==> config.mk <==
export PLATFORM = sky130hd
export DESIGN_NAME = gregorian_date_advance_flat
export DESIGN_NICKNAME = d
export VERILOG_FILES = /design/src/hw/rtl/gda_pkg.sv /design/src/hw/rtl/gda_req_if.sv /design/src/hw/rtl/gda_rsp_if.sv /design/src/hw/rtl/gda_datapath.sv /design/src/hw/rtl/gda_controller.sv /design/src/hw/rtl/gregorian_date_advance.sv /design/src/flat_wrapper.sv
export SDC_FILE = /design/constraint.sdc
export NUM_CORES = 1
export LEC_CHECK = 0
export BUFFER_PORTS_ARGS = -buffer_cell sky130_fd_sc_hd__buf_2
export CAP_MARGIN = 20
export CORE_MARGIN = 1.5
export CORE_UTILIZATION = 54
export DETAILED_ROUTE_END_ITERATION = 12
export PLACE_DENSITY = 0.83
export SYNTH_ARGS = -nofsm -noshare
export SYNTH_HDL_FRONTEND = slang
export SYNTH_SLANG_ARGS = --single-unit
==> constraint.sdc <==
create_clock -name clock -period 4.6 [get_ports clock]
set_input_delay 0.46 -clock clock [delete_from_list [all_inputs] [get_ports clock]]
set_output_delay 0.46 -clock clock [all_outputs]
set_load 0.02 [all_outputs]
==> src/hw/rtl/gda_pkg.sv <==
// ----------------------------------------------------------------------------
// Gregorian date advance package
// Payload types, command and status groups, calendar constants and helpers
// shared by the date advance block.
// ----------------------------------------------------------------------------
package gda_pkg;

   localparam int YEAR_FIELD_BITS = 16;
   localparam int DAYS_FIELD_BITS = 12;
   localparam int CONV_BITS       = 17;
   localparam int CONV_STEPS      = 8;
   localparam int CONV_IDX_BITS   = 3;

   localparam logic [1:0] STATUS_OK      = 2'd0;
   localparam logic [1:0] STATUS_INVALID = 2'd1;
   localparam logic [1:0] STATUS_WRAPPED = 2'd2;

   localparam logic [0:0] OP_LOAD = 1'b0;
   localparam logic [0:0] OP_ADD  = 1'b1;

   localparam logic [3:0] MONTH_JAN = 4'd1;
   localparam logic [3:0] MONTH_FEB = 4'd2;
   localparam logic [3:0] MONTH_APR = 4'd4;
   localparam logic [3:0] MONTH_JUN = 4'd6;
   localparam logic [3:0] MONTH_SEP = 4'd9;
   localparam logic [3:0] MONTH_NOV = 4'd11;
   localparam logic [3:0] MONTH_DEC = 4'd12;

   localparam logic [4:0] DAY_FIRST   = 5'd1;
   localparam logic [4:0] DAYS_LEAP   = 5'd29;
   localparam logic [4:0] DAYS_COMMON = 5'd28;
   localparam logic [4:0] DAYS_SHORT  = 5'd30;
   localparam logic [4:0] DAYS_LONG   = 5'd31;

   localparam int         LEAP_CYCLE    = 400;
   localparam logic [8:0] CENTURY_ONE   = 9'd100;
   localparam logic [8:0] CENTURY_TWO   = 9'd200;
   localparam logic [8:0] CENTURY_THREE = 9'd300;
   localparam logic [6:0] REM100_LAST   = 7'd99;

   typedef logic [CONV_BITS-1:0] conv_type;

   typedef struct packed {
      logic [0:0]                 operation;
      logic [YEAR_FIELD_BITS-1:0] load_year;
      logic [3:0]                 load_month;
      logic [4:0]                 load_day;
      logic [DAYS_FIELD_BITS-1:0] add_days;
   } req_payload_type;

   typedef struct packed {
      logic [YEAR_FIELD_BITS-1:0] year_out;
      logic [3:0]                 month_out;
      logic [4:0]                 day_out;
      logic [1:0]                 status;
   } rsp_payload_type;

   typedef struct packed {
      logic capture;
      logic conv_step;
      logic load_check;
      logic add_step;
   } cmd_type;

   typedef struct packed {
      logic conv_last;
      logic days_zero;
   } sts_type;

   // Leap rule on the year modulo 400, split into centuries and remainder.
   function automatic logic is_leap(input logic [6:0] rem100, input logic [1:0] cent);
      is_leap = ((rem100[1:0] == 2'd0) && (rem100 != 7'd0)) ||
                ((rem100 == 7'd0) && (cent == 2'd0));
   endfunction

   function automatic logic [4:0] month_length(input logic leap, input logic [3:0] month);
      unique case (month)
         MONTH_FEB: begin
            month_length = leap ? DAYS_LEAP : DAYS_COMMON;
         end
         MONTH_APR, MONTH_JUN, MONTH_SEP, MONTH_NOV: begin
            month_length = DAYS_SHORT;
         end
         default: begin
            month_length = DAYS_LONG;
         end
      endcase
   endfunction

endpackage

==> src/hw/rtl/gda_req_if.sv <==
// ----------------------------------------------------------------------------
// Date advance request channel
// Valid/ready channel carrying load and add items into the block.
// ----------------------------------------------------------------------------
interface gda_req_if;
   logic                     valid;
   logic                     ready;
   gda_pkg::req_payload_type payload;

   modport source (output valid, output payload, input ready);
   modport sink (input valid, input payload, output ready);
endinterface

==> src/hw/rtl/gda_rsp_if.sv <==
// ----------------------------------------------------------------------------
// Date advance response channel
// Valid/ready channel carrying the stored date and status after each item.
// ----------------------------------------------------------------------------
interface gda_rsp_if;
   logic                     valid;
   logic                     ready;
   gda_pkg::rsp_payload_type payload;

   modport source (output valid, output payload, input ready);
   modport sink (input valid, input payload, output ready);
endinterface

==> src/hw/rtl/gda_datapath.sv <==
// ----------------------------------------------------------------------------
// Date advance datapath
// Stored date, year modulo 400 tracking, load check and month stepping.
// ----------------------------------------------------------------------------
module gda_datapath #(
   parameter int YEAR_BITS = 16,
   parameter int DAYS_BITS = 12
) (
   input  logic                     clock,
   input  logic                     reset,
   input  gda_pkg::cmd_type         cmd,
   output gda_pkg::sts_type         sts,
   input  gda_pkg::req_payload_type req_payload,
   output gda_pkg::rsp_payload_type rsp_payload
);

   localparam int YEXT = YEAR_BITS + gda_pkg::YEAR_FIELD_BITS;
   localparam int DEXT = DAYS_BITS + gda_pkg::DAYS_FIELD_BITS;
   localparam int CEXT = DAYS_BITS + 6;

   logic [YEAR_BITS-1:0]              year_ff, year_in;
   logic [3:0]                        month_ff, month_in;
   logic [4:0]                        day_ff, day_in;
   logic [6:0]                        rem100_ff, rem100_in;
   logic [1:0]                        cent_ff, cent_in;
   logic [DAYS_BITS-1:0]              days_ff, days_in;
   logic [1:0]                        status_ff, status_in;
   gda_pkg::req_payload_type          item_ff, item_in;
   gda_pkg::conv_type                 conv_ff, conv_in;
   logic [gda_pkg::CONV_IDX_BITS-1:0] conv_idx_ff, conv_idx_in;

   logic [YEXT-1:0]   load_year_ext;
   logic [YEXT-1:0]   year_out_ext;
   logic [DEXT-1:0]   add_days_ext;
   gda_pkg::conv_type conv_sub;
   logic [8:0]        rem400;
   logic [6:0]        load_rem100;
   logic [1:0]        load_cent;
   logic              load_leap;
   logic              load_ok;
   logic              leap_now;
   logic [4:0]        dim;
   logic [5:0]        room;
   logic [CEXT-1:0]   days_cmp;
   logic [CEXT-1:0]   room_cmp;
   logic [CEXT-1:0]   days_left;
   logic              roll;

   assign load_year_ext = {{YEAR_BITS{1'b0}}, item_ff.load_year};
   assign year_out_ext  = {{gda_pkg::YEAR_FIELD_BITS{1'b0}}, year_ff};
   assign add_days_ext  = {{DAYS_BITS{1'b0}}, req_payload.add_days};

   assign conv_sub = gda_pkg::conv_type'(gda_pkg::LEAP_CYCLE) << conv_idx_ff;
   assign rem400   = conv_ff[8:0];

   always_comb begin
      priority if (rem400 >= gda_pkg::CENTURY_THREE) begin
         load_cent   = 2'd3;
         load_rem100 = 7'(rem400 - gda_pkg::CENTURY_THREE);
      end else if (rem400 >= gda_pkg::CENTURY_TWO) begin
         load_cent   = 2'd2;
         load_rem100 = 7'(rem400 - gda_pkg::CENTURY_TWO);
      end else if (rem400 >= gda_pkg::CENTURY_ONE) begin
         load_cent   = 2'd1;
         load_rem100 = 7'(rem400 - gda_pkg::CENTURY_ONE);
      end else begin
         load_cent   = 2'd0;
         load_rem100 = rem400[6:0];
      end
   end

   assign load_leap = gda_pkg::is_leap(load_rem100, load_cent);
   assign load_ok   = (load_year_ext[YEXT-1:YEAR_BITS] == '0) &&
                      (item_ff.load_month >= gda_pkg::MONTH_JAN) &&
                      (item_ff.load_month <= gda_pkg::MONTH_DEC) &&
                      (item_ff.load_day >= gda_pkg::DAY_FIRST) &&
                      (item_ff.load_day <=
                       gda_pkg::month_length(load_leap, item_ff.load_month));

   assign leap_now  = gda_pkg::is_leap(rem100_ff, cent_ff);
   assign dim       = gda_pkg::month_length(leap_now, month_ff);
   assign room      = {1'b0, dim} - {1'b0, day_ff} + 6'd1;
   assign days_cmp  = {6'b0, days_ff};
   assign room_cmp  = {{DAYS_BITS{1'b0}}, room};
   assign roll      = days_cmp >= room_cmp;
   assign days_left = days_cmp - room_cmp;

   always_comb begin
      year_in     = year_ff;
      month_in    = month_ff;
      day_in      = day_ff;
      rem100_in   = rem100_ff;
      cent_in     = cent_ff;
      days_in     = days_ff;
      status_in   = status_ff;
      item_in     = item_ff;
      conv_in     = conv_ff;
      conv_idx_in = conv_idx_ff;

      if (cmd.capture) begin
         item_in     = req_payload;
         conv_in     = {1'b0, req_payload.load_year};
         conv_idx_in = gda_pkg::CONV_IDX_BITS'(gda_pkg::CONV_STEPS - 1);
         days_in     = add_days_ext[DAYS_BITS-1:0];
         status_in   = gda_pkg::STATUS_OK;
      end

      if (cmd.conv_step) begin
         if (conv_ff >= conv_sub) begin
            conv_in = conv_ff - conv_sub;
         end
         conv_idx_in = conv_idx_ff - 1'b1;
      end

      if (cmd.load_check) begin
         if (load_ok) begin
            year_in   = load_year_ext[YEAR_BITS-1:0];
            month_in  = item_ff.load_month;
            day_in    = item_ff.load_day;
            rem100_in = load_rem100;
            cent_in   = load_cent;
         end else begin
            status_in = gda_pkg::STATUS_INVALID;
         end
      end

      if (cmd.add_step) begin
         if (roll) begin
            days_in = days_left[DAYS_BITS-1:0];
            day_in  = gda_pkg::DAY_FIRST;
            if (month_ff == gda_pkg::MONTH_DEC) begin
               month_in = gda_pkg::MONTH_JAN;
               if (&year_ff) begin
                  year_in   = '0;
                  rem100_in = 7'd0;
                  cent_in   = 2'd0;
                  status_in = gda_pkg::STATUS_WRAPPED;
               end else begin
                  year_in = year_ff + 1'b1;
                  if (rem100_ff == gda_pkg::REM100_LAST) begin
                     rem100_in = 7'd0;
                     cent_in   = cent_ff + 2'd1;
                  end else begin
                     rem100_in = rem100_ff + 7'd1;
                  end
               end
            end else begin
               month_in = month_ff + 4'd1;
            end
         end else begin
            days_in = '0;
            day_in  = day_ff + days_cmp[4:0];
         end
      end
   end

   always_ff @(posedge clock) begin
      if (reset) begin
         year_ff   <= '0;
         month_ff  <= gda_pkg::MONTH_JAN;
         day_ff    <= gda_pkg::DAY_FIRST;
         rem100_ff <= 7'd0;
         cent_ff   <= 2'd0;
      end else begin
         year_ff   <= year_in;
         month_ff  <= month_in;
         day_ff    <= day_in;
         rem100_ff <= rem100_in;
         cent_ff   <= cent_in;
      end
   end

   always_ff @(posedge clock) begin
      days_ff     <= days_in;
      status_ff   <= status_in;
      item_ff     <= item_in;
      conv_ff     <= conv_in;
      conv_idx_ff <= conv_idx_in;
   end

   assign sts.conv_last = (conv_idx_ff == '0);
   assign sts.days_zero = (days_ff == '0);

   assign rsp_payload.year_out  = year_out_ext[gda_pkg::YEAR_FIELD_BITS-1:0];
   assign rsp_payload.month_out = month_ff;
   assign rsp_payload.day_out   = day_ff;
   assign rsp_payload.status    = status_ff;

`ifndef SYNTH
   a_remainder_below_cycle: assert property (@(posedge clock) disable iff (reset)
      cmd.load_check |-> (conv_ff < gda_pkg::conv_type'(gda_pkg::LEAP_CYCLE)))
      else $error("Year remainder not reduced below one leap cycle.");

   a_date_in_range: assert property (@(posedge clock) disable iff (reset)
      (month_ff >= gda_pkg::MONTH_JAN) && (month_ff <= gda_pkg::MONTH_DEC) &&
      (day_ff >= gda_pkg::DAY_FIRST) && (day_ff <= dim))
      else $error("Stored date is not a calendar date.");

   a_step_needs_days: assert property (@(posedge clock) disable iff (reset)
      cmd.add_step |-> (days_ff != '0))
      else $error("Month step issued with no days left.");

   a_rem100_tracks: assert property (@(posedge clock) disable iff (reset)
      rem100_ff <= gda_pkg::REM100_LAST)
      else $error("Year remainder modulo 100 out of range.");
`endif

endmodule

==> src/hw/rtl/gda_controller.sv <==
// ----------------------------------------------------------------------------
// Date advance controller
// Sequences load checks and month-by-month adds and runs both handshakes.
// ----------------------------------------------------------------------------
module gda_controller (
   input  logic             clock,
   input  logic             reset,
   input  logic             req_valid,
   input  logic [0:0]       req_operation,
   output logic             req_ready,
   output logic             rsp_valid,
   input  logic             rsp_ready,
   output gda_pkg::cmd_type cmd,
   input  gda_pkg::sts_type sts
);

   localparam logic [2:0] S_IDLE  = 3'd0;
   localparam logic [2:0] S_CONV  = 3'd1;
   localparam logic [2:0] S_CHECK = 3'd2;
   localparam logic [2:0] S_ADD   = 3'd3;
   localparam logic [2:0] S_RESP  = 3'd4;

   logic [2:0] state_ff, state_in;

   assign req_ready = (state_ff == S_IDLE);
   assign rsp_valid = (state_ff == S_RESP);

   always_comb begin
      state_in       = state_ff;
      cmd            = '0;
      cmd.capture    = req_valid && req_ready;
      cmd.conv_step  = (state_ff == S_CONV);
      cmd.load_check = (state_ff == S_CHECK);
      cmd.add_step   = (state_ff == S_ADD) && !sts.days_zero;

      unique case (state_ff)
         S_IDLE: begin
            if (req_valid) begin
               state_in = (req_operation == gda_pkg::OP_ADD) ? S_ADD : S_CONV;
            end
         end
         S_CONV: begin
            if (sts.conv_last) begin
               state_in = S_CHECK;
            end
         end
         S_CHECK: begin
            state_in = S_RESP;
         end
         S_ADD: begin
            if (sts.days_zero) begin
               state_in = S_RESP;
            end
         end
         S_RESP: begin
            if (rsp_ready) begin
               state_in = S_IDLE;
            end
         end
         default: begin
            state_in = S_IDLE;
         end
      endcase
   end

   always_ff @(posedge clock) begin
      if (reset) begin
         state_ff <= S_IDLE;
      end else begin
         state_ff <= state_in;
      end
   end

`ifndef SYNTH
   a_one_side_busy: assert property (@(posedge clock) disable iff (reset)
      !(req_ready && rsp_valid))
      else $error("Request and response sides open at the same time.");

   a_one_command: assert property (@(posedge clock) disable iff (reset)
      $onehot0({cmd.capture, cmd.conv_step, cmd.load_check, cmd.add_step}))
      else $error("More than one datapath command in a cycle.");

   a_transfer_starts_work: assert property (@(posedge clock) disable iff (reset)
      (req_valid && req_ready) |=> ((state_ff == S_CONV) || (state_ff == S_ADD)))
      else $error("Accepted request did not start a load or an add.");
`endif

endmodule

==> src/hw/rtl/gregorian_date_advance.sv <==
// ----------------------------------------------------------------------------
// Gregorian date advance
// Holds a Gregorian date; load items replace it after a validity check and
// add items advance it by a day count, one month per cycle.
// ----------------------------------------------------------------------------
//   Channel   Direction   Carries
//   req_bus   in          operation, load_year/month/day, add_days
//   rsp_bus   out         year_out, month_out, day_out, status
//
// A load finds the year modulo 400 by a restoring reduction, one compare and
// subtract per cycle, then checks the date in the check state.
// An add makes one step per month boundary crossed or final partial step.
// Reset restores 0000-01-01. One item is in flight at a time; the response
// holds while rsp_bus.ready is low and no new request is taken meanwhile.
// ----------------------------------------------------------------------------
module gregorian_date_advance #(
   parameter int YEAR_BITS = 16,
   parameter int DAYS_BITS = 12
) (
   input logic       clock,
   input logic       reset,
   gda_req_if.sink   req_bus,
   gda_rsp_if.source rsp_bus
);

   gda_pkg::cmd_type cmd;
   gda_pkg::sts_type sts;

   gda_controller u_controller (
      .clock         (clock),
      .reset         (reset),
      .req_valid     (req_bus.valid),
      .req_operation (req_bus.payload.operation),
      .req_ready     (req_bus.ready),
      .rsp_valid     (rsp_bus.valid),
      .rsp_ready     (rsp_bus.ready),
      .cmd           (cmd),
      .sts           (sts)
   );

   gda_datapath #(
      .YEAR_BITS (YEAR_BITS),
      .DAYS_BITS (DAYS_BITS)
   ) u_datapath (
      .clock       (clock),
      .reset       (reset),
      .cmd         (cmd),
      .sts         (sts),
      .req_payload (req_bus.payload),
      .rsp_payload (rsp_bus.payload)
   );

endmodule

==> src/flat_wrapper.sv <==
// flat-port wrapper written by rule: the top's interface ports become plain ports
module gregorian_date_advance_flat 
#(
   parameter int YEAR_BITS = 16,
   parameter int DAYS_BITS = 12
)
  (clock, reset, req_bus_valid, req_bus_payload, req_bus_ready, rsp_bus_valid, rsp_bus_payload, rsp_bus_ready);
  gda_req_if req_bus_i ();
  gda_rsp_if rsp_bus_i ();
  input logic clock;
  input logic reset;
  input wire logic [$bits(req_bus_i.valid)-1:0] req_bus_valid;
  input wire logic [$bits(req_bus_i.payload)-1:0] req_bus_payload;
  output wire logic [$bits(req_bus_i.ready)-1:0] req_bus_ready;
  output wire logic [$bits(rsp_bus_i.valid)-1:0] rsp_bus_valid;
  output wire logic [$bits(rsp_bus_i.payload)-1:0] rsp_bus_payload;
  input wire logic [$bits(rsp_bus_i.ready)-1:0] rsp_bus_ready;
  assign req_bus_i.valid = req_bus_valid;
  assign req_bus_i.payload = req_bus_payload;
  assign req_bus_ready = req_bus_i.ready;
  assign rsp_bus_valid = rsp_bus_i.valid;
  assign rsp_bus_payload = rsp_bus_i.payload;
  assign rsp_bus_i.ready = rsp_bus_ready;
  gregorian_date_advance #(.YEAR_BITS(YEAR_BITS), .DAYS_BITS(DAYS_BITS)) u_core (.clock(clock), .reset(reset), .req_bus(req_bus_i), .rsp_bus(rsp_bus_i));
endmodule
* After elaboration in Yosys (flattened, before gate mapping)
Cells that the tools add are included.
Cells by class: reduce and logical (&&, ||, !) cells 32, div/mod/pow operators 0, order comparisons 9, bitwise logic cells 0, add/sub/neg operators 13, equal/unequal tests 20, muxes and demuxes 60, shift operators 1, $mul 0
Operator list (number):
- $mux W16 | 6
- $mux W7 | 10
- $mux W17 | 3
- $mux W12 | 3
- $mux W2 | 17
- $eq A4 B4 Y1 const B | 5
- $mux W4 | 5
- $mux W5 | 4
- $mux W3 | 6
- $ge A17 B17 Y1 | 1
- $shl A9 B3 Y17 const A | 1
- $sub A17 B17 Y17 | 1
- $add A16 B1 Y16 const B | 1
- $eq A4 B3 Y1 const B | 4
- $reduce_and A16 Y1 | 1
- $pmux W3 S5 | 1
- $logic_not A7 Y1 | 2
- $reduce_bool A7 Y1 | 2
- $sub A7 B7 Y7 const B | 2
- $ge A12 B6 Y1 | 1
- $logic_not A12 Y1 | 1
- $sub A12 B6 Y12 | 1
- $ge A9 B7 Y1 const B | 1
- $ge A9 B8 Y1 const B | 1
- other kinds (31) | 55
Word-level totals: word-level logic and storage cells 148, bits in latches 0, register bits after elaboration 96, bits in writable memories 0, output and inout port bits 29, memories 0, bits of input ports 42, memory bits (read-only) 0

* Longest topological paths before layout
word-level depth 18, gate-level depth with buffers 23, depth with buffers taken out 19

* By module
A second synthesis with hierarchy kept.
Second synthesis, totals: cell total of the unflattened synthesis 697, area total of the unflattened synthesis 6289.8 um^2
By module, submodules not included:
- gda_datapath | sequential area each 2292.2 um^2, area an instance 6073.3 um^2, cells each 671, times used 1
- gda_controller | sequential area each 60.1 um^2, area an instance 216.5 um^2, cells each 26, times used 1

* Worst setup path after synthesis
OpenSTA, ideal clock, no wires.
path type reg2reg, start register u_core.u_datapath.month_ff[0], end register u_core.u_datapath.cent_ff[0], cell stages (with the launch flop) 21, path buffers 3, period minus slack after synthesis 4476 ps, arrival time 4402 ps, setup slack 124 ps, library setup time 74 ps, data required time 4526 ps, cells stage by stage dfxtp_1 -> inv_1 -> ha_1 -> nor3b_1 -> ha_1 -> inv_1 -> ha_1 -> fa_1 -> a21o_1 -> a21oi_1 -> xor2_1 -> ha_1 -> and3_1 -> a41oi_2 -> and4_1 -> buf_6 -> or3_4 -> buf_6 -> buf_2 -> or3_1 -> a31oi_2
Between the ends: cells in the longest elaborated chain, start to end 8, elaborated cells on any way between the ends 14, classes of those cells add/sub: 2; order compare: 1; eq/ne: 6; mux: 4; reduce/logical: 1
Ends and longest elaborated chain:
- start, declared | line gda_datapath.sv:22 | logic [3:0] month_ff, month_in;
- start signal, assigned | line gda_datapath.sv:160 | month_ff <= gda_pkg::MONTH_JAN;
- start signal, assigned | line gda_datapath.sv:166 | month_ff <= month_in;
- $eq A4 B3 Y1 / $eq A4 B4 Y1 (equally long branches) | line gda_pkg.sv:77 | unique case (month)
- $reduce_or A4 Y1 | line gda_pkg.sv:77
- $pmux W2 S2 | line gda_pkg.sv:77
- $sub A5 B5 Y6 | line gda_datapath.sv:82 | assign room = {1'b0, dim} - {1'b0, day_ff} + 6'd1;
- $add A6 B1 Y6 | line gda_datapath.sv:82
- $ge A12 B6 Y1 | line gda_datapath.sv:85 | assign roll = days_cmp >= room_cmp;
- $mux W2 (*) | line gda_datapath.sv:128 | if (roll) begin
- $mux W2 (*) | line gda_datapath.sv:127 | if (cmd.add_step) begin
- end signal, assigned | line gda_datapath.sv:169 | cent_ff <= cent_in;
- end, declared | line gda_datapath.sv:25 | logic [1:0] cent_ff, cent_in;
Mark *: on every way between the ends. The rest lies on a longest branch, timed or not. A chain may end at the register's enable or synchronous reset.

* Final worst setup path
start register u_core.u_datapath.rem100_ff[3], end register u_core.u_datapath.rem100_ff[6]
Between the ends: cells in the longest elaborated chain, start to end 10, elaborated cells on any way between the ends 17, classes of those cells add/sub: 3; order compare: 1; eq/ne: 1; mux: 7; reduce/logical: 5
Ends and longest elaborated chain:
- start, declared | line gda_datapath.sv:24 | logic [6:0] rem100_ff, rem100_in;
- start signal, assigned | line gda_datapath.sv:168 | rem100_ff <= rem100_in;
- $reduce_bool A7 Y1 / $logic_not A7 Y1 (equally long branches) | line gda_pkg.sv:72, gda_pkg.sv:73
- $logic_and A1 B1 Y1, on equally long branches | line gda_pkg.sv:72, gda_pkg.sv:73
- $logic_or A1 B1 Y1 | line gda_pkg.sv:72 | is_leap = ((rem100[1:0] == 2'd0) && (rem100 != 7'd0)) ||
- $mux W1 | line gda_pkg.sv:79 | month_length = leap ? DAYS_LEAP : DAYS_COMMON;
- $pmux W2 S2 | line gda_pkg.sv:77
- $sub A5 B5 Y6 | line gda_datapath.sv:82
- $add A6 B1 Y6 | line gda_datapath.sv:82
- $ge A12 B6 Y1 | line gda_datapath.sv:85
- $mux W7 (*) | line gda_datapath.sv:128
- $mux W7 (*) | line gda_datapath.sv:127
Marked as above.

==> results.py <==
metrics = {
    "clocking": {
        "h-tree-depth": 3,
        "clock_sinks": 96,
        "clk_pin_slew_ns": 0.07,
        "root_buffer": "clkbuf_16",
        "cts_setup_buffers": 0,
        "holdBufCountCts": 0,
        "cts_buffers": 9,
        "cts_tree": "done",
        "worstSkewPairLatency_ns": 0.36,
        "cts_buffer_depth": 2,
    },
    "sta": {
        "slew_headroom_pct": 44.01,
        "rsz0062_at_grt": "false",
        "fin_crit_ns": 4.401,
        "fin_ws_ns": 0.1990,
        "fin_tns_setup_ns": 0,
        "max_slew.worst_pin.slew_ns": 0.8187,
        "max_clock_freq_mhz": 227.2,
        "final_hold_viol_count": 0,
        "setup_viol": 0,
        "skew_ns": 0.006107,
        "drv_slew": 0,
        "fin_crit_sh_pct": 95.67,
    },
    "logic_synthesis": {
        "ys_types": 73,
        "ys_top_cells_by_count": "nand2_1, dfxtp_1, ha_1, nor2_1, edfxtp_1",
        "ys.flop_type": "dfxtp_1",
        "syn_nets": 778,
        "yosysSeqAreaShare_pct": 37.46,
        "yosysWarnings": 0,
        "synth_area_um2": 6280,
        "synth_top_area_cell": "edfxtp_1",
        "ys_ff_latch": 96,
        "syn_area_per_cell_um2": 9.194,
        "synthCells": 683,
        "synth.top_cell.area_share_pct": 20.56,
        "synth_edf_count": 43,
        "synthTopCellsByArea": "edfxtp_1, dfxtp_1, ha_1",
        "synth.most_common_cell": "nand2_1",
        "synthArstFlopShare_pct": 0,
    },
    "layout": {
        "drive_gt1_share_pct": 18.13,
        "diodes": 0,
        "final_cells": 904,
        "nets": 851,
        "syn_to_final_growth_pct": 14.46,
    },
    "floorplanning": {
        "initial_utilization_pct": 55.23,
        "num_rows": 39,
        "die_h_um": 110.8,
        "fp.dieW_um": 110.8,
        "core_um2": 11370,
        "dieArea_um2": 12290,
        "ios": 71,
    },
    "global_route": {
        "grt_use_total_pct": 25.81,
        "antenna_found_initial": 0,
        "gr-total-overflow": 0,
        "grt_max_degree": 38,
        "grt_pass1_wl_mm": 25.76,
        "grt_pass1_vias": 5337,
    },
    "worst_setup_path": {
        "end_kind": "flop",
        "crit_fanout": 5,
        "worstPathRequired_ns": 4.86,
        "critPathKind": "flop to flop",
        "start_kind": "flop",
        "arrival_ns": 4.66,
    },
    "place": {
        "post-place-ws_ns": 0.009051,
        "dp_hpwl_mm": 11.73,
        "place_congestion": 0.9069,
        "portBuffers": 70,
        "dp_cells": 888,
    },
    "outcome": {
        "status": "complete, no violations",
    },
    "routing": {
        "wire_per_inst_um": 17.26,
        "viasPerCell": 6.144,
        "routed_wl_mm": 15.61,
        "vias": 5554,
        "drc_errors": 0,
        "drt_pass1_iterations": 5,
        "initialDrtViolationCount": 488,
        "ant_nets": 0,
    },
    "min_path": {
        "hp-class": "primary input to flop",
    },
    "power_and_ir_drop": {
        "pwr_density_cell_nw_per_um2": 511.0,
        "leakagePower_nw": 3.046,
        "vdd_ir_drop_max_mv": 0.3734,
    },
    "job": {
        "cap_viol_max_count": 0,
    },
}
[state kept, by name, summed over array words and instances (netlist names)]
register,count
u_core.u_datapath.month_ff,4
u_core.u_datapath.item_ff,25
u_core.u_datapath.days_ff,12
u_core.u_datapath.conv_ff,17
u_core.u_controller.state_ff,3
u_core.u_datapath.rem100_ff,7
u_core.u_datapath.cent_ff,2
u_core.u_datapath.conv_idx_ff,3
u_core.u_datapath.status_ff,2
u_core.u_datapath.day_ff,5
u_core.u_datapath.year_ff,16
[routing by layer]
layer	share of wire (%)	global-route usage [%]	wire length [um]	up-vias
li1	-	-	-	2676
met1	44	34.49	6940	2637
met2	47	41.40	7332	209
met3	6.4	4.866	996	32
met4	2.2	10.34	336	0
met5	0	0	0	-
[worst max-delay path, stage by stage, from the launching register on]
cell,delay [ns]
dfxtp_1,0.31
or3_1,0.40
o41ai_2,0.22
nand2_1,0.09
o311a_1,0.11
ha_1,0.18
ha_1,0.21
fa_1,0.42
a21o_1,0.19
a21oi_2,0.15
xor2_1,0.08
ha_1,0.29
and3_1,0.21
a41oi_2,0.16
and4_4,0.25
or3_4,0.40
or3_1,0.40
o32a_1,0.17
o41ai_1,0.06
[cell families after synthesis]
family	Yosys count	synth area share (%)
and+or+nand+nor	238	18.73
AOI/OAI and AO/OA	172	19.49
DFF	96	37.46
buffers and inverters	65	4.523
adders and majority gates	53	10.92
muxes	31	4.981
xor gates and xnor gates	28	3.905
[power by group]
| group | total (mW) | internal (mW) | switching, mW | leakage [nW] |
|---|---|---|---|---|
| registers | 1.28 | 1.08 | 0.202 | 0.841 |
| clock network | 0.778 | 0.438 | 0.340 | 0.149 |
| logic | 1.61 | 0.685 | 0.929 | 2.06 |
| total | 3.67 | 2.20 | 1.47 | 3.05 |
[through the flow]
stage	utilization (%)	instance area (um2)	hold WS, ns	power (mW)
detailed placement	60.26	6852	0.4553	2.867
CTS	63.04	7167	0.2659	3.654
floorplan	-	6280	0.4120	2.444
global route	63.22	7188	0.2665	3.907
finish	63.22	7188	0.2736	3.673
global placement	60.26	6852	0.4196	2.777
[worst paths after layout]
| check | cells past startpoint | slack [ns] | end | from |
|---|---|---|---|---|
| setup / recovery | 18 | 0.20 | u_core.u_datapath.rem100_ff[6]$_SDFF_PP0_ | u_core.u_datapath.rem100_ff[3]$_SDFF_PP0_ |
| hold / removal | 1 | 0.27 | u_core.u_datapath.item_ff[13]$_DFFE_PP_ | req_bus_payload[13] |
| hold reg to reg | 2 | 0.47 | u_core.u_datapath.status_ff[0]$_DFF_P_ | u_core.u_datapath.status_ff[0]$_DFF_P_ |
| setup reg to reg | 18 | 0.20 | u_core.u_datapath.rem100_ff[6]$_SDFF_PP0_ | u_core.u_datapath.rem100_ff[3]$_SDFF_PP0_ |
[cell type report]
class / count / area, um2
fillers: 965 / 4182
multi-input cells: 522 / 3665
flip-flops and latches: 96 / 2352
repair buffers: 90 / 545.5
clock buffers: 10 / 239.0
well taps: 143 / 178.9
inverters: 37 / 138.9
clock inverters: 6 / 68.82
[cell usage in the layout, fill, tap and decap left out, drive strengths merged, types with 7 or more instances in the layout]
cell type | Yosys | routed
edfxtp | 43 | 43
or3 | 10 | 10
nor3 | 18 | 18
or4 | 7 | 7
a31oi | 15 | 15
buf | 12 | 90
a311oi | 9 | 9
xnor2 | 14 | 14
dfxtp | 53 | 53
o21ai | 37 | 37
and3 | 9 | 9
a21oi | 41 | 41
o211ai | 7 | 7
ha | 50 | 50
or2 | 8 | 8
inv | 37 | 36
xor2 | 14 | 14
mux2i | 29 | 29
nand2 | 77 | 77
clkbuf | 16 | 10
nor2 | 51 | 51
nand3 | 23 | 23
o31ai | 7 | 7
nor2b | 8 | 8
[what timing repair did]
item | in CTS | in global routing
pin swaps | 0 | 1
gates resized for setup | 1 | 9
endpoints found under the setup margin | 2 | 32
Note: power is estimated with default switching activity, not from simulation.
